==> src/sv/bsl_pkg.sv <==
// ----------------------------------------------------------------------------
// bsl_pkg: shared definitions for the bounded sequential list
// Sizes, action codes and the request and result transaction types.
// ----------------------------------------------------------------------------
`default_nettype none

package bsl_pkg;

	localparam int CAPACITY = 16;
	localparam int WORD_W   = 32;
	localparam int POS_W    = 5;
	localparam int CFG_W    = 5;
	localparam int COUNT_W  = 5;
	localparam int IDX_W    = $clog2(CAPACITY);
	localparam int CNT_W    = $clog2(CAPACITY + 1);
	// Width in which counts, positions and the capacity register are compared.
	localparam int CMP_W    = (CNT_W > CFG_W) ? CNT_W + 1 : CFG_W + 1;

	localparam logic [CFG_W-1:0] CAP_RESET = CFG_W'(16);

	typedef logic signed [WORD_W-1:0] word_t;

	typedef enum logic [2:0] {
		ACT_APPEND  = 3'd0,
		ACT_INSERT  = 3'd1,
		ACT_DELETE  = 3'd2,
		ACT_SORT    = 3'd3,
		ACT_REVERSE = 3'd4,
		ACT_DUMP    = 3'd5
	} action_t;

	typedef struct packed {
		action_t            action;
		logic [POS_W-1:0]   position;
		word_t              value;
	} req_t;

	typedef struct packed {
		logic               ok;
		word_t              data;
		logic [COUNT_W-1:0] count;
		logic               last;
	} res_t;

	// One cycle's access to the element memory.
	typedef struct packed {
		logic             we;
		logic [IDX_W-1:0] waddr;
		word_t            wdata;
		logic [IDX_W-1:0] raddr;
	} mem_req_t;

endpackage

`default_nettype wire

==> src/sv/bsl_ram.sv <==
// ----------------------------------------------------------------------------
// bsl_ram: simple dual-port synchronous RAM
// One write port and one read port; read data is registered.
// ----------------------------------------------------------------------------
`default_nettype none

module bsl_ram #(
	parameter int DEPTH = 16,
	parameter int WIDTH = 32,
	localparam int AW   = $clog2(DEPTH)
) (
	input  wire logic             clk,
	input  wire logic             we,
	input  wire logic [AW-1:0]    waddr,
	input  wire logic [WIDTH-1:0] wdata,
	input  wire logic [AW-1:0]    raddr,
	output      logic [WIDTH-1:0] rdata
);

	logic [WIDTH-1:0] mem_q [DEPTH];

	always_ff @(posedge clk) begin
		if (we) begin
			mem_q[waddr] <= wdata;
		end
	end

	// A read at the address being written returns the old contents.
	always_ff @(posedge clk) begin
		rdata <= mem_q[raddr];
	end

endmodule

`default_nettype wire

==> src/sv/bsl_ctrl.sv <==
// ----------------------------------------------------------------------------
// bsl_ctrl: action sequencer for the bounded sequential list
// Decodes each request and walks the element memory to carry it out.
// ----------------------------------------------------------------------------
`default_nettype none

module bsl_ctrl import bsl_pkg::*; (
	input  wire logic             clk,
	input  wire logic             arst_n,
	input  wire logic             start,
	output      logic             busy,
	input  wire req_t             request,
	input  wire logic [CFG_W-1:0] cap,
	output      logic             done,
	output      res_t             result,
	output      mem_req_t         mem_req,
	input  wire word_t            mem_rdata
);

	typedef enum logic [3:0] {
		ST_IDLE,
		ST_DEC,
		ST_DEL_LD,
		ST_MOVE,
		ST_INS_WR,
		ST_S_LDI,
		ST_S_CMP,
		ST_S_WRI,
		ST_R_RDJ,
		ST_R_WRI,
		ST_R_WRJ,
		ST_DUMP
	} state_t;

	state_t           state_q;
	req_t             req_q;
	logic [CNT_W-1:0] cnt_q;
	logic [CNT_W-1:0] i_q;
	logic [CNT_W-1:0] j_q;
	logic [CNT_W-1:0] rem_q;
	logic             pend_q;
	logic [IDX_W-1:0] wdst_q;
	word_t            cur_q;
	word_t            tmp_q;
	logic             done_q;
	res_t             res_q;

	logic [CNT_W-1:0] i_inc, i_dec, i_inc2, j_inc, j_dec, cnt_inc, cnt_dec;
	logic [CMP_W-1:0] cnt_w, cap_w, pos_w;
	logic             full, pos_nz, ins_ok, del_ok, is_insert, swap;
	logic [POS_W-1:0] pos_m1;
	logic [CNT_W-1:0] pos_c;

	function automatic logic [COUNT_W-1:0] count_field(input logic [CNT_W-1:0] v);
		logic [CMP_W-1:0] w;
		w = CMP_W'(v);
		return w[COUNT_W-1:0];
	endfunction

	function automatic res_t mk_res(input logic ok, input word_t data,
	                                input logic [CNT_W-1:0] n, input logic last);
		res_t r;
		r.ok    = ok;
		r.data  = data;
		r.count = count_field(n);
		r.last  = last;
		return r;
	endfunction

	assign i_inc   = i_q + CNT_W'(1);
	assign i_dec   = i_q - CNT_W'(1);
	assign i_inc2  = i_q + CNT_W'(2);
	assign j_inc   = j_q + CNT_W'(1);
	assign j_dec   = j_q - CNT_W'(1);
	assign cnt_inc = cnt_q + CNT_W'(1);
	assign cnt_dec = cnt_q - CNT_W'(1);

	assign cnt_w  = CMP_W'(cnt_q);
	assign cap_w  = CMP_W'(cap);
	assign pos_w  = CMP_W'(req_q.position);
	assign pos_m1 = req_q.position - POS_W'(1);
	assign pos_c  = CNT_W'(req_q.position);

	// The usable capacity is the register value capped at the memory depth.
	assign full   = (cnt_w >= cap_w) || (cnt_w >= CMP_W'(CAPACITY));
	assign pos_nz = (req_q.position != '0);
	assign ins_ok = !full && pos_nz && (pos_w <= cnt_w + CMP_W'(1));
	assign del_ok = pos_nz && (pos_w <= cnt_w);

	assign is_insert = (req_q.action == ACT_INSERT);
	assign swap      = ($signed(cur_q) > $signed(mem_rdata));

	assign busy   = (state_q != ST_IDLE);
	assign done   = done_q;
	assign result = res_q;

	always_comb begin
		mem_req       = '0;
		mem_req.wdata = mem_rdata;
		case (state_q)
			ST_DEC: begin
				case (req_q.action)
					ACT_APPEND: begin
						mem_req.we    = !full;
						mem_req.waddr = cnt_q[IDX_W-1:0];
						mem_req.wdata = req_q.value;
					end
					ACT_DELETE: begin
						mem_req.raddr = IDX_W'(pos_m1);
					end
					default: begin
						mem_req.raddr = '0;
					end
				endcase
			end
			ST_MOVE: begin
				mem_req.we    = pend_q;
				mem_req.waddr = wdst_q;
				mem_req.raddr = i_q[IDX_W-1:0];
			end
			ST_INS_WR: begin
				mem_req.we    = 1'b1;
				mem_req.waddr = IDX_W'(pos_m1);
				mem_req.wdata = req_q.value;
			end
			ST_S_LDI: begin
				mem_req.raddr = i_inc[IDX_W-1:0];
			end
			ST_S_CMP: begin
				mem_req.we    = swap;
				mem_req.waddr = j_q[IDX_W-1:0];
				mem_req.wdata = cur_q;
				mem_req.raddr = j_inc[IDX_W-1:0];
			end
			ST_S_WRI: begin
				mem_req.we    = 1'b1;
				mem_req.waddr = i_q[IDX_W-1:0];
				mem_req.wdata = cur_q;
				mem_req.raddr = i_inc[IDX_W-1:0];
			end
			ST_R_RDJ: begin
				mem_req.raddr = j_q[IDX_W-1:0];
			end
			ST_R_WRI: begin
				mem_req.we    = 1'b1;
				mem_req.waddr = i_q[IDX_W-1:0];
			end
			ST_R_WRJ: begin
				mem_req.we    = 1'b1;
				mem_req.waddr = j_q[IDX_W-1:0];
				mem_req.wdata = tmp_q;
				mem_req.raddr = i_inc[IDX_W-1:0];
			end
			ST_DUMP: begin
				mem_req.raddr = i_q[IDX_W-1:0];
			end
			default: begin
				mem_req.we = 1'b0;
			end
		endcase
	end

	always_ff @(posedge clk or negedge arst_n) begin
		if (!arst_n) begin
			state_q <= ST_IDLE;
			req_q   <= '0;
			cnt_q   <= '0;
			i_q     <= '0;
			j_q     <= '0;
			rem_q   <= '0;
			pend_q  <= 1'b0;
			wdst_q  <= '0;
			cur_q   <= '0;
			tmp_q   <= '0;
			done_q  <= 1'b0;
			res_q   <= '0;
		end else begin
			done_q <= 1'b0;
			case (state_q)
				ST_IDLE: begin
					if (start) begin
						req_q   <= request;
						state_q <= ST_DEC;
					end
				end
				ST_DEC: begin
					state_q <= ST_IDLE;
					case (req_q.action)
						ACT_APPEND: begin
							done_q <= 1'b1;
							if (full) begin
								res_q <= mk_res(1'b0, '0, cnt_q, 1'b1);
							end else begin
								cnt_q <= cnt_inc;
								res_q <= mk_res(1'b1, '0, cnt_inc, 1'b1);
							end
						end
						ACT_INSERT: begin
							if (ins_ok) begin
								// Words from the position to the end move up by one.
								rem_q   <= cnt_q - (pos_c - CNT_W'(1));
								i_q     <= cnt_dec;
								pend_q  <= 1'b0;
								state_q <= ST_MOVE;
							end else begin
								done_q <= 1'b1;
								res_q  <= mk_res(1'b0, '0, cnt_q, 1'b1);
							end
						end
						ACT_DELETE: begin
							if (del_ok) begin
								state_q <= ST_DEL_LD;
							end else begin
								done_q <= 1'b1;
								res_q  <= mk_res(1'b0, '0, cnt_q, 1'b1);
							end
						end
						ACT_SORT: begin
							if (cnt_q > CNT_W'(1)) begin
								i_q     <= '0;
								state_q <= ST_S_LDI;
							end else begin
								done_q <= 1'b1;
								res_q  <= mk_res(1'b1, '0, cnt_q, 1'b1);
							end
						end
						ACT_REVERSE: begin
							if (cnt_q > CNT_W'(1)) begin
								i_q     <= '0;
								j_q     <= cnt_dec;
								state_q <= ST_R_RDJ;
							end else begin
								done_q <= 1'b1;
								res_q  <= mk_res(1'b1, '0, cnt_q, 1'b1);
							end
						end
						ACT_DUMP: begin
							if (cnt_q != '0) begin
								rem_q   <= cnt_q;
								i_q     <= '0;
								pend_q  <= 1'b0;
								state_q <= ST_DUMP;
							end else begin
								done_q <= 1'b1;
								res_q  <= mk_res(1'b0, '0, cnt_q, 1'b1);
							end
						end
						default: begin
							done_q <= 1'b1;
							res_q  <= mk_res(1'b0, '0, cnt_q, 1'b1);
						end
					endcase
				end
				ST_DEL_LD: begin
					// The removed word; the words above it then move down by one.
					tmp_q   <= mem_rdata;
					rem_q   <= cnt_q - pos_c;
					i_q     <= pos_c;
					pend_q  <= 1'b0;
					state_q <= ST_MOVE;
				end
				ST_MOVE: begin
					if (rem_q != '0) begin
						rem_q  <= rem_q - CNT_W'(1);
						pend_q <= 1'b1;
						if (is_insert) begin
							wdst_q <= i_inc[IDX_W-1:0];
							i_q    <= i_dec;
						end else begin
							wdst_q <= i_dec[IDX_W-1:0];
							i_q    <= i_inc;
						end
					end else begin
						pend_q <= 1'b0;
						if (is_insert) begin
							state_q <= ST_INS_WR;
						end else begin
							cnt_q   <= cnt_dec;
							done_q  <= 1'b1;
							res_q   <= mk_res(1'b1, tmp_q, cnt_dec, 1'b1);
							state_q <= ST_IDLE;
						end
					end
				end
				ST_INS_WR: begin
					cnt_q   <= cnt_inc;
					done_q  <= 1'b1;
					res_q   <= mk_res(1'b1, '0, cnt_inc, 1'b1);
					state_q <= ST_IDLE;
				end
				ST_S_LDI: begin
					cur_q   <= mem_rdata;
					j_q     <= i_inc;
					state_q <= ST_S_CMP;
				end
				ST_S_CMP: begin
					// cur_q holds the smallest word seen so far for slot i.
					if (swap) begin
						cur_q <= mem_rdata;
					end
					if (j_inc < cnt_q) begin
						j_q <= j_inc;
					end else begin
						state_q <= ST_S_WRI;
					end
				end
				ST_S_WRI: begin
					i_q <= i_inc;
					if (i_inc2 < cnt_q) begin
						state_q <= ST_S_LDI;
					end else begin
						done_q  <= 1'b1;
						res_q   <= mk_res(1'b1, '0, cnt_q, 1'b1);
						state_q <= ST_IDLE;
					end
				end
				ST_R_RDJ: begin
					tmp_q   <= mem_rdata;
					state_q <= ST_R_WRI;
				end
				ST_R_WRI: begin
					state_q <= ST_R_WRJ;
				end
				ST_R_WRJ: begin
					i_q <= i_inc;
					j_q <= j_dec;
					if (i_inc < j_dec) begin
						state_q <= ST_R_RDJ;
					end else begin
						done_q  <= 1'b1;
						res_q   <= mk_res(1'b1, '0, cnt_q, 1'b1);
						state_q <= ST_IDLE;
					end
				end
				ST_DUMP: begin
					if (rem_q != '0) begin
						rem_q  <= rem_q - CNT_W'(1);
						i_q    <= i_inc;
						pend_q <= 1'b1;
					end else begin
						pend_q <= 1'b0;
					end
					if (pend_q) begin
						done_q <= 1'b1;
						res_q  <= mk_res(1'b1, mem_rdata, cnt_q, (rem_q == '0));
						if (rem_q == '0) begin
							state_q <= ST_IDLE;
						end
					end
				end
				default: begin
					state_q <= ST_IDLE;
				end
			endcase
		end
	end

endmodule

`default_nettype wire

==> src/sv/bounded_sequential_list.sv <==
// ----------------------------------------------------------------------------
// bounded_sequential_list: fixed-capacity ordered list of signed words
// Append, insert, delete, sort, reverse and dump over a 16-entry memory.
// ----------------------------------------------------------------------------
// A request transaction is taken when start is high and busy is low; busy then
// stays high until the action is complete. Results come out as single-cycle
// strobes on done with the fields on result, and the receiver cannot stall
// them: whoever is downstream must capture every result in the cycle that it
// appears. Every action gives exactly one result, except a dump of a non-empty
// list, which gives one result per stored word in order, back to back, with
// last set on the final one. All words live in one simple dual-port RAM (one
// read and one write per cycle, registered read data), so the cost of an
// action follows from how many RAM accesses it needs. Insert moves one word
// per cycle, and sort is an in-place selection sort. The next request can
// be accepted in the cycle that the final result is shown. The capacity
// register is written through the cfg channel, which is always ready; it
// should only be written while the block is idle. After reset the list is
// empty and the capacity is 16.
// ----------------------------------------------------------------------------
`default_nettype none

module bounded_sequential_list import bsl_pkg::*; (
	input  wire logic             clk,
	input  wire logic             arst_n,
	// Request channel.
	input  wire logic             start,
	output      logic             busy,
	input  wire req_t             request,
	// Result strobe.
	output      logic             done,
	output      res_t             result,
	// Capacity register write channel.
	input  wire logic             cfg_valid,
	output      logic             cfg_ready,
	input  wire logic [CFG_W-1:0] cfg_data
);

	logic [CFG_W-1:0] cap_q;
	mem_req_t         mem_req;
	word_t            mem_rdata;

	// The register is simple storage, so every write transaction is taken.
	assign cfg_ready = 1'b1;

	always_ff @(posedge clk or negedge arst_n) begin
		if (!arst_n) begin
			cap_q <= CAP_RESET;
		end else if (cfg_valid && cfg_ready) begin
			cap_q <= cfg_data;
		end
	end

	// The sequencer decodes each request and drives every RAM access.
	bsl_ctrl u_ctrl (
		.clk       (clk),
		.arst_n    (arst_n),
		.start     (start),
		.busy      (busy),
		.request   (request),
		.cap       (cap_q),
		.done      (done),
		.result    (result),
		.mem_req   (mem_req),
		.mem_rdata (mem_rdata)
	);

	// Element storage. Entries beyond the current count are never used, so
	// the RAM needs no clearing after reset.
	bsl_ram #(
		.DEPTH (CAPACITY),
		.WIDTH (WORD_W)
	) u_ram (
		.clk   (clk),
		.we    (mem_req.we),
		.waddr (mem_req.waddr),
		.wdata (mem_req.wdata),
		.raddr (mem_req.raddr),
		.rdata (mem_rdata)
	);

endmodule

`default_nettype wire

==> config.mk <==
export PLATFORM = sky130hd
export DESIGN_NAME = bounded_sequential_list
export DESIGN_NICKNAME = d
export VERILOG_FILES = /design/src/sv/bsl_pkg.sv /design/src/sv/bsl_ram.sv /design/src/sv/bsl_ctrl.sv /design/src/sv/bounded_sequential_list.sv
export SDC_FILE = /design/constraint.sdc
export NUM_CORES = 1
export LEC_CHECK = 0
export BUFFER_PORTS_ARGS = -buffer_cell sky130_fd_sc_hd__buf_2
export CAP_MARGIN = 20
export CORE_ASPECT_RATIO = 0.6
export CORE_MARGIN = 2
export CORE_UTILIZATION = 35
export CTS_CLUSTER_DIAMETER = 30
export DETAILED_ROUTE_END_ITERATION = 12
export GPL_TIMING_DRIVEN = 0
export SLEW_MARGIN = 0
export SYNTH_ARGS = -nofsm -noshare
export SYNTH_HDL_FRONTEND = slang
export SYNTH_HIERARCHICAL = 1
export SYNTH_SLANG_ARGS = --single-unit
==> constraint.sdc <==
create_clock -name clk -period 5.3 [get_ports clk]
set_clock_uncertainty 0.1 [all_clocks]
set_input_delay 1.325 -clock clk [delete_from_list [all_inputs] [get_ports clk]]
set_output_delay 1.325 -clock clk [all_outputs]
set_load 0.01 [all_outputs]
Yosys cells after proc, flatten, opt, wreduce, memory -nomap -nowiden
Memories as Yosys holds them, arrays and structs flattened. A register that Yosys moved wholly into a read port is not among the register bits.
Index checks and enable logic that the tools add are counted.

word-level totals
  register bits after elaboration = 178
  bits in writable memories = 512
  word-level logic and storage cells = 195
  memories = 1
  input port bits = 49

memory list
  memory       words  width  rd ports  clocked after Yosys merged registers in  write ports  line           source
  u_ram.mem_q  16     32     1         1                                        1            bsl_ram.sv:20  logic [WIDTH-1:0] mem_q [DEPTH];

operators by class
  multiplexer cells = 76
  reduce and logical (&&, ||, !) cells = 37
  $add $sub $neg = 12
  eq/ne operators = 42
  $lt $le $gt $ge = 9

operators with widths
  kind                   count
  $mux W39               10
  $pmux W39 S6           1
  $pmux W39 S5           1
  $pmux W32 S4           1
  $mux W5                16
  $pmux W32 S2           1
  $pmux W4 S5            3
  $pmux W5 S3            3
  $pmux W4 S11           1
  $mux W4                10
  $mux W37               1
  $gt A32 B32 Y1         1
  $mux W32               1
  $pmux W5 S5            1
  $sub A5 B1 Y5 const B  5
  $pmux W5 S4            1
  $reduce_bool A5 Y1     4
  $ne A2 B2 Y1 const B   9
  $eq A4 B3 Y1 const B   4
  $eq A4 B4 Y1 const B   4
  $ne A2 B1 Y1 const B   8
  $add A5 B1 Y5 const B  3
  $lt A5 B5 Y1           3
  $reduce_and A5 Y1      3
  other kinds (42)       81

Depth between registers and ports, before layout
Gate-level depths: netlist (run 1).

  depth in word-level cells = 8
  depth in mapped cells = 13
  gate-level depth less buffers = 11

Modules after synthesis
The synthesis (run 1) kept the hierarchy.

by module, submodules not included
  module                   cells an instance  area an instance (sq um)  instances
  bsl_ram                  838                19,835.3                  1
  bsl_ctrl                 1,178              11,242.0                  1
  bounded_sequential_list  12                 193.9                     1

Least setup slack after synthesis (run 1)
No wires, ideal clock.

  path kind = register -> register
  from = reg u_ctrl.state_q[3]
  to = mem u_ram.mem_q[0][0], enable pin
  stages on the path, launching flop included = 10
  clock period less this slack = 5,121 ps
  arrival = 4,560 ps
  setup slack = 179 ps
  path through = dfrtp_1 -> clkbuf_1 -> buf_2 -> nor3_1 -> buf_2 -> buf_1 -> a221o_1 -> a221o_1 -> or3b_2 -> nor3_1

RTL lines
  element                 line             source
  start, declared         bsl_ctrl.sv:35   state_t state_q;
  start signal, assigned  bsl_ctrl.sv:165  state_q <= ST_IDLE;
  start signal, assigned  bsl_ctrl.sv:183  state_q <= ST_DEC;
  start signal, assigned  bsl_ctrl.sv:187  state_q <= ST_IDLE;
  end, declared           bsl_ram.sv:20

==> results of run 1 <==
## power breakdown
part | internal [mW] | total (mW) | switching (mW) | leakage [nW]
clock network | 3.85 | 6.57 | 2.72 | 1.57
registers | 8.14 | 8.99 | 0.851 | 7.17
logic | 3.76 | 10.2 | 6.44 | 4.92
## worst max-delay path by stage
stage | to | start | cells after the start | slack (ps)
global route | u_ram/mem_q[0][3]$_DFFE_PP_ | u_ctrl/state_q[2]$_DFFE_PN0P_ | 13 | 30
detailed placement | u_ctrl/result[26]$_DFFE_PN0P_ | u_ctrl/cnt_q[0]$_DFFE_PN0P_ | 13 | 100
finish | u_ram/mem_q[0][3]$_DFFE_PP_ | u_ctrl/state_q[2]$_DFFE_PN0P_ | 13 | 150
floorplan | u_ram/mem_q[0][0]$_DFFE_PP_ | u_ctrl/state_q[3]$_DFFE_PN0P_ | 9 | 180
global placement | u_ram/mem_q[0][11]$_DFFE_PP_ | u_ctrl/state_q[2]$_DFFE_PN0P_ | 11 | -3600
CTS | u_ctrl/result[31]$_DFFE_PN0P_ | u_ctrl/cnt_q[0]$_DFFE_PN0P_ | 13 | 90
## timing repair
| item | in CTS | in global routing |
|---|---|---|
| endpoints found under the hold margin | 0 | 0 |
| endpoints found under the setup margin | 0 | 29 |
| gates resized for setup | 0 | 1 |
## cell families (layout without fill, tap and decap cells)
logic type / after synthesis / after routing
AOI/OAI and AO/OA: 362 / 362
xor gates and xnor gates: 38 / 38
adders and majority gates: 76 / 76
buffers and inverters: 184 / 484
DFF: 722 / 722
muxes: 253 / 253
other: 1 / 1
and+or+nand+nor: 392 / 392
## area by class of cell
class                           count  area share
Clock inverter                     79     0.02352
Inverter                           65    0.006571
Multi-Input combinational cell   1122      0.2723
Tap cell                         1161     0.03913
Buffer                            119     0.01513
Clock buffer                      101     0.06575
Sequential cell                   722      0.5514
Timing Repair Buffer              120     0.02629
## flip-flops by register name, summed over array words and instances, names as in the netlist
signal,cells
u_ram/mem_q,512
u_ctrl/result,39
u_ctrl/req_q,35
u_ctrl/cur_q,32
u_ctrl/tmp_q,32
u_ram/rdata,32
cap_q,5
u_ctrl/cnt_q,5
u_ctrl/i_q,5
u_ctrl/j_q,5
u_ctrl/pos_c,5
u_ctrl/rem_q,5
u_ctrl/state_q,4
u_ctrl/wdst_q,4
u_ctrl/done,1
u_ctrl/pend_q,1
## stage by stage
stage / TNS (ps) / setup slack, ps / power (mW)
floorplan: 0 / 179.0 / 15.24
CTS: 0 / 89.22 / 25.73
detailed placement: 0 / 104.1 / 19.10
global route: 0 / 25.75 / 26.99
global placement: -951680 / -3600 / 18.64
finish: 0 / 146.0 / 25.76
## cell usage in the layout, fill, tap and decap left out, types with 10 or more instances in the layout
cell type	n
a22oi_1	70
clkinvlp_4	18
nand2_1	189
nor2b_1	13
buf_6	17
mux4_2	128
buf_2	102
nor3_1	21
o22ai_1	10
buf_4	18
a22o_1	33
dfxtp_1	32
nand3_1	24
dfrtp_1	177
a21oi_1	52
a211oi_1	11
o21ai_0	76
edfxtp_1	512
nor2_1	56
nor2_4	12
buf_1	20
inv_6	21
mux2_1	40
ha_1	74
inv_1	65
nand2b_1	15
clkbuf_16	96
a221o_1	13
xnor2_1	31
clkbuf_1	67
or3_1	11
mux2_2	80
a222oi_1	32
## per-layer routing
metal | up-vias | track usage
met5 | - | 0
met4 | 4 | 0.04680
met3 | 129 | 0.05175
met2 | 1133 | 0.2749
met1 | 10500 | 0.3387
li1 | 8417 | -
==> metrics.md, run 1 <==
| Metric | Value |
|---|---|
| Status | `finished clean` |
| Yosys reg bits | `just over 700` |
| Synth top area share | `0.4917` |
| Slowest CP cell | `nor3_2` |
| Placed cell area | `roughly 34000 um^2` |
| Metal-1 WL | `around 46000 um` |
| Die area | `about 90000 um^2` |
| # nets final | `about 2400` |
| WP data required | `5570 ps` |
| CTS buffer count | `95` |
| Final hold viol count | `0` |
| Top FF cell, synth | `edfxtp_1` |
| Post-placement cell count | `3308` |
| Area of the mapped netlist | `~31000 um^2` |
| Post-Synth Adder-Cell Area | `0.03089` |
| Fmax | `about 190 MHz` |
| First-pass GRT wire length | `138900 um` |
| I/O pin cnt | `just over 90` |
| Synth top area cells | `edfxtp_1, dfrtp_1, mux4_2, ha_1, mux2_2` |
| Flop-to-flop setup slack | `between 100 and 150 ps` |
| Final min period | `5154 ps` |
| Netlist cell types | `74` |
| Syn Area/Cell | `around 15 um^2` |
| Post-synth top cells | `edfxtp_1, nand2_1, dfrtp_1` |
| Met2 WL post-DR | `slightly below 40000 um` |
| Crit path max-delay family | `buffers and inverters` |
| Final Hold Slack | `a little under 400 ps` |
| Cells after Synth | `just over 2000` |
| CTS Hold Buffers Added | `0` |
| Initial antenna violation count | `6` |
| Max Cap Viol | `0` |
| Layout area overhead | `18.73%` |
| Post-Synth XOR/XNOR Area | `0.01108` |
| Number of synthesized flops with an enable pin | `just over 500` |
| Mux cell area share after synthesis | `0.1373` |
| Clock sinks | `~720` |
| GP Congestion | `approximately 0.96` |
| CTS root buf | `clkbuf_16` |
| Normalized max-slew margin | `0.2728` |
| Metal3 WL | `just over 10000 um` |
| Storage element area | `just over 20000 um^2` |
| VDD IR-drop max | `0.3536 mV` |
| Syn_nets | `around 2200` |
| Fraction of layout cells with a size suffix above 1 | `0.2423` |
| CP bufs+invs | `5` |
| Yosys warns | `6` |
| Non-Filler Instances | `~3500` |
| Leakage | `about 14 nW` |
| Setup violations, final | `0` |
| Asr flop ratio synth | `0.2465` |
| Routed WL per cell | `27.78 um` |
| Initial cell density of the core | `0.3551` |
| Post-synth top area cell | `edfxtp_1` |
| Total grt overflow | `0` |
| Clk_lat worst skew | `between 600 and 700 ps` |
| DR vias/cell | `between 5 and 6` |
| Design area | `37130 um^2` |
| Most common cell in the synthesized netlist | `edfxtp_1` |
| Sequential share of the synthesized area | `0.6546` |
| Worst hold path type | `register to register` |
| IO Port Bufs | `89` |
| Number of global-route vias before repair | `approximately 20000` |
| Wirelength, routed | `96940 um` |
| Die height | `235.5 um` |
| Worst R2R Path Depth | `13` |
| Antenna Cells | `0` |
| Final Slew Violations | `0` |
| Post-CTS Setup Bufs | `0` |
| R2r endpoint | `u_ram/mem_q[0][3]$_DFFE_PP_` |
| Crit path kind | `register to register` |
| Hold_sp | `u_ctrl/result[2]$_DFFE_PN0P_` |
| Largest family of logic cells by synthesized area | `multiplexers` |
| Area of the multi-input gates | `~10000 um^2` |
| Gr usage total | `0.2088` |
| Startpoint Class | `register` |
| Drt drc | `0` |
| Largest net degree at the start of global routing | `104` |
| WHS Endpoint | `u_ctrl/result[2]$_DFFE_PN0P_` |
| Htree depth | `3` |
| Site Rows | `84` |
| Final Cycle Share | `0.9725` |
| 1st-iter DRT viols | `around 2600` |
| Worst EP arrival | `5420 ps` |
| Clock transition at path regs | `60 ps` |
| Die width | `a little under 400 um` |
| Top sig layer | `met5` |
| Crit-path cells | `clkbuf_1 -> buf_1 -> clkbuf_1 -> nor2_1 -> nor2_1 -> a21oi_1 -> a21oi_1 -> a21oi_1 -> nand2_1 -> or3b_2 -> nor3_2 -> buf_4 -> buf_6` |
| DPL Wire Length | `~69000 um` |
| Fin util | `0.4216` |
| TritonCTS clock tree | `done` |
| Simple-gate share of the synthesized area | `0.05766` |
| Core footprint | `roughly 88000 um^2` |
| Detail Route Antenna Nets | `0` |
| Cell Pwr Density | `693.9 nW/um^2` |
| Hold path depth | `1` |
| Most used cell, CP | `a21oi_1` |
| Crit Path Max Fanout | `10` |
| Actual slew at the worst max-slew pin | `~1100 ps` |
| R2R Path Start | `u_ctrl/state_q[2]$_DFFE_PN0P_` |
| DR vias | `about 20000` |
| Fillers | `between 7000 and 8000` |
| Post-synthesis compound-gate area fraction | `0.08254` |
| Largest stage delay on the critical path | `830 ps` |
| Pre-antenna DRT Iters | `9` |
| Setup crit end kind | `register` |
| Clock Tree Buf Depth | `3` |
| Unrepaired setup endpoints after global routing | `false` |
No activity file was read; power rests on OpenSTA's default activity.
==> inputs of run 2 (changes only) <==
--- a/config.mk
+++ b/config.mk
@@ -5,7 +5,8 @@
 export SDC_FILE = /design/constraint.sdc
 export NUM_CORES = 1
 export LEC_CHECK = 0
-export BUFFER_PORTS_ARGS = -buffer_cell sky130_fd_sc_hd__buf_2
+export ABC_AREA = 1
+export BUFFER_PORTS_ARGS = -buffer_cell sky130_fd_sc_hd__buf_4
 export CAP_MARGIN = 20
 export CORE_ASPECT_RATIO = 0.6
 export CORE_MARGIN = 2
==> constraint.sdc (replaced) <==
create_clock -name clk -period 4.2 [get_ports clk]
set_clock_uncertainty 0.1 [all_clocks]
set_input_delay 1.05 -clock clk [delete_from_list [all_inputs] [get_ports clk]]
set_output_delay 1.05 -clock clk [all_outputs]
set_load 0.01 [all_outputs]
==> metrics.md, run 2 <==
| Metric | Value |
|---|---|
| Status | `finished clean (unchanged)` |
| Core footprint | `96450 um^2 (was 88070 um^2)` |
| Clock Tree Buf Depth | `3 (unchanged)` |
| Leakage | `18.62 nW (was 13.66 nW)` |
| Final hold viol count | `0 (unchanged)` |
| Synth top area cells | `edfxtp_1, dfrtp_1, nand2_1, nand3_1, inv_1 (was edfxtp_1, dfrtp_1, mux4_2, ha_1, mux2_2)` |
| Syn_nets | `3789 (was 2153)` |
| Slowest CP cell | `clkdlybuf4s15_1 (was nor3_2)` |
| Die width | `407.5 um (was 389.9 um)` |
| Clk_lat worst skew | `700 ps (was 680 ps)` |
| Yosys warns | `6 (unchanged)` |
| Detail Route Antenna Nets | `0 (unchanged)` |
| Layout area overhead | `20.86% (was 18.73%)` |
| Peak-usage layer in the global routing report | `met1 (unchanged)` |
| Gr usage total | `0.2249 (was 0.2088)` |
| Initial antenna violation count | `1 (was 6)` |
| Worst hold path type | `input port to asynchronous set/reset pin (was register to register)` |
| Netlist cell types | `52 (was 74)` |
| Clock sinks | `722 (unchanged)` |
| WP data required | `4650 ps (was 5570 ps)` |
| Post-synth top cells | `nand2_1, inv_1, edfxtp_1 (was edfxtp_1, nand2_1, dfrtp_1)` |
| Syn Area/Cell | `9.331 um^2 (was 15.42 um^2)` |
| Clock transition at path regs | `60 ps (about the same)` |
| Site Rows | `88 (was 84)` |
| Actual slew at the worst max-slew pin | `1006 ps (was 1091 ps)` |
| Drt drc | `0 (unchanged)` |
| Synth top area share | `0.4497 (was 0.4917)` |
| Pre-antenna DRT Iters | `6 (was 9)` |
| DPL Wire Length | `81960 um (was 69120 um)` |
| Flop-to-flop setup slack | `40 ps (was 150 ps)` |
| # nets final | `4066 (was 2370)` |
| Area of the mapped netlist | `34190 um^2 (was 31270 um^2)` |
| Largest stage delay on the critical path | `760 ps (was 830 ps)` |
| Crit path kind | `register to register (unchanged)` |
| Die area | `100300 um^2 (was 91830 um^2)` |
| Sequential share of the synthesized area | `0.5987 (was 0.6546)` |
| Max reg flops | `512 (unchanged)` |
| Crit-path cells | `nor2_1 -> inv_1 -> nor2_4 -> buf_1 -> nand2_1 -> o221ai_2 -> buf_2 -> clkdlybuf4s15_1 -> nand3_1 -> nand3_1 -> nand2_1 (was clkbuf_1 -> buf_1 -> clkbuf_1 -> nor2_1 -> nor2_1 -> a21oi_1 -> a21oi_1 -> a21oi_1 -> nand2_1 -> or3b_2 -> nor3_2 -> buf_4 -> buf_6)` |
| Commonest non-fill, non-tap cells in the layout | `nand2_1, inv_1, edfxtp_1, nand3_1, dfrtp_1 (was edfxtp_1, nand2_1, dfrtp_1, mux4_2, buf_2)` |
| Post-placement cell count | `5102 (was 3308)` |
| Top FF cell, synth | `edfxtp_1 (unchanged)` |
| CTS Hold Buffers Added | `0 (unchanged)` |
| Antenna Cells | `0 (unchanged)` |
| Startpoint Class | `register (unchanged)` |
| Number of synthesized flops with an enable pin | `512 (unchanged)` |
| Max Cap Viol | `0 (unchanged)` |
| First-pass GRT wire length | `166500 um (was 138900 um)` |
| DR vias/cell | `5.180 (was 5.784)` |
| Normalized max-slew margin | `0.3294 (was 0.2728)` |
| Initial cell density of the core | `0.3545 (was 0.3551)` |
| Post-synth top area cell | `edfxtp_1 (unchanged)` |
| CTS root buf | `clkbuf_16 (unchanged)` |
| Design area | `41320 um^2 (was 37130 um^2)` |
| Non-Filler Instances | `5333 (was 3489)` |
| DR vias | `27630 (was 20180)` |
| Most common cell in the synthesized netlist | `nand2_1 (was edfxtp_1)` |
| Setup violations, final | `0 (unchanged)` |
| Global-route met3 utilization | `0.08314 (was 0.05175)` |
| Final Cycle Share | `0.9894 (was 0.9725)` |
| Commonest non-fill, non-tap cell in the layout | `nand2_1 (was edfxtp_1)` |
| Cell Pwr Density | `919.4 nW/um^2 (was 693.9 nW/um^2)` |
| Worst EP arrival | `4610 ps (was 5420 ps)` |
| Asr flop ratio synth | `0.2465 (unchanged)` |
| Yosys reg bits | `722 (unchanged)` |
| Wirelength, routed | `114900 um (was 96940 um)` |
| Die height | `246.1 um (was 235.5 um)` |
| CTS buffer count | `101 (was 95)` |
| TritonCTS clock tree | `done (unchanged)` |
| Crit Path Max Fanout | `10 (unchanged)` |
| Largest net degree at the start of global routing | `102 (was 104)` |
| VDD IR-drop max | `0.4993 mV (was 0.3536 mV)` |
| Routed WL per cell | `21.55 um (was 27.78 um)` |
| IO Port Bufs | `89 (unchanged)` |
| Fraction of layout cells with a size suffix above 1 | `0.1279 (was 0.2423)` |
| Final Hold Slack | `271.5 ps (was 391.3 ps)` |
| I/O pin cnt | `91 (unchanged)` |
| Placed cell area | `37210 um^2 (was 33800 um^2)` |
| 1st-iter DRT viols | `3627 (was 2597)` |
| Cells after Synth | `3664 (was 2028)` |
| Total grt overflow | `0 (unchanged)` |
| Setup crit end kind | `register (unchanged)` |
| GP Congestion | `0.9600 (was 0.9582)` |
| Met2 GRT Util | `0.2809 (was 0.2749)` |
| Fmax | `240.6 MHz (was 194.0 MHz)` |
| Final min period | `4156 ps (was 5154 ps)` |
| Number of global-route vias before repair | `25180 (was 19480)` |
| Final Slew Violations | `0 (unchanged)` |
| Htree depth | `3 (unchanged)` |
| Biggest register | `u_ram/mem_q (unchanged)` |
| Grt met1 use | `0.3526 (was 0.3387)` |
[run 2: cell types whose count changed in the layout (fill, tap and decap cells not counted), sizes merged, moves of 75 or more]
| cell | previous run | this run |
|---|---|---|
| nand2 | 189 | 1079 |
| inv | 94 | 624 |
| nand3 | 24 | 457 |
| mux4 | 128 | 0 |
| mux2 | 122 | 0 |
| buf | 175 | 292 |
| o21ai | 78 | 153 |
[run 2: cell type report]
class,count,area (um^2)
fill,9223,55130
sequential,722,20470
multi-input combinational,2166,10600
clock buffer,115,2665
inverter,603,2272
timing repair buffer,174,1659
tap,1305,1633
buffer,173,1033
clock inverter,75,991.0
[run 2: per-stage QoR]
stage	TNS [ps]	setup slack [ps]	utilization	power [mW]
finish	0	44.40	0.4284	37.99
global route	-270.7	-23.16	0.4284	39.93
floorplan	0	303.1	-	21.07
detailed placement	-12080	-189.9	0.3858	28.13
global placement	-1284820	-2460	0.3783	27.51
CTS	0	31.36	0.4261	37.42
[run 2: critical path: cells and delay by family (launching register included)]
| family | cells | cell delay (ps) |
|---|---|---|
| buffers and inverters | 4 | 1740 |
| AO/OA/AOI/OAI | 1 | 510 |
| flip-flops | 1 | 440 |
| AND/OR/NAND/NOR | 6 | 1220 |
[run 2: kinds of logic after synthesis]
family          after synthesis  share of synthesized area
buf+inv                     776                    0.09614
compound gates              319                    0.05530
flops                       722                     0.5987
xor+xnor                     24                   0.006148
fa+ha+maj                    76                    0.02825
other cells                   1                  0.0001097
simple gates               1746                     0.2153
[run 2: worst paths after layout]
path / start / endpoint / cells past startpoint
max: u_ctrl/state_q[3]$_DFFE_PN0P_ / u_ram/rdata[9]$_DFF_P_ / 11
min: arst_n / u_ctrl/pos_c[1]$_DFFE_PN0P_ / 1
max reg2reg: u_ctrl/state_q[3]$_DFFE_PN0P_ / u_ram/rdata[9]$_DFF_P_ / 11
min reg2reg: u_ram/rdata[11]$_DFF_P_ / u_ctrl/cur_q[11]$_DFFE_PN0P_ / 2
max in group asynchronous: arst_n / u_ctrl/req_q[7]$_DFFE_PN0P_ / 2
min in group clk: u_ram/rdata[11]$_DFF_P_ / u_ctrl/cur_q[11]$_DFFE_PN0P_ / 2
[run 2: power breakdown]
part / leakage, nW / switching, mW / internal [mW] / total [mW]
combinational: 9.69 / 12.6 / 5.00 / 17.6
clock: 1.75 / 3.59 / 5.61 / 9.20
sequential: 7.18 / 0.733 / 10.5 / 11.2
[run 2: repair_timing]
item,4_1_cts,5_1_grt
resized for setup,2,21
buffers inserted,20,18
hold endpoints to repair,0,0
endpoints found under the setup margin,283,646
gates cloned,0,0
pin swaps,12,4
[run 2: layer usage]
layer,share of wire,vias up
li1,-,12640
met1,0.46,13180
met2,0.37,1637
met3,0.15,167
met4,0.019,4
met5,0.0013,-
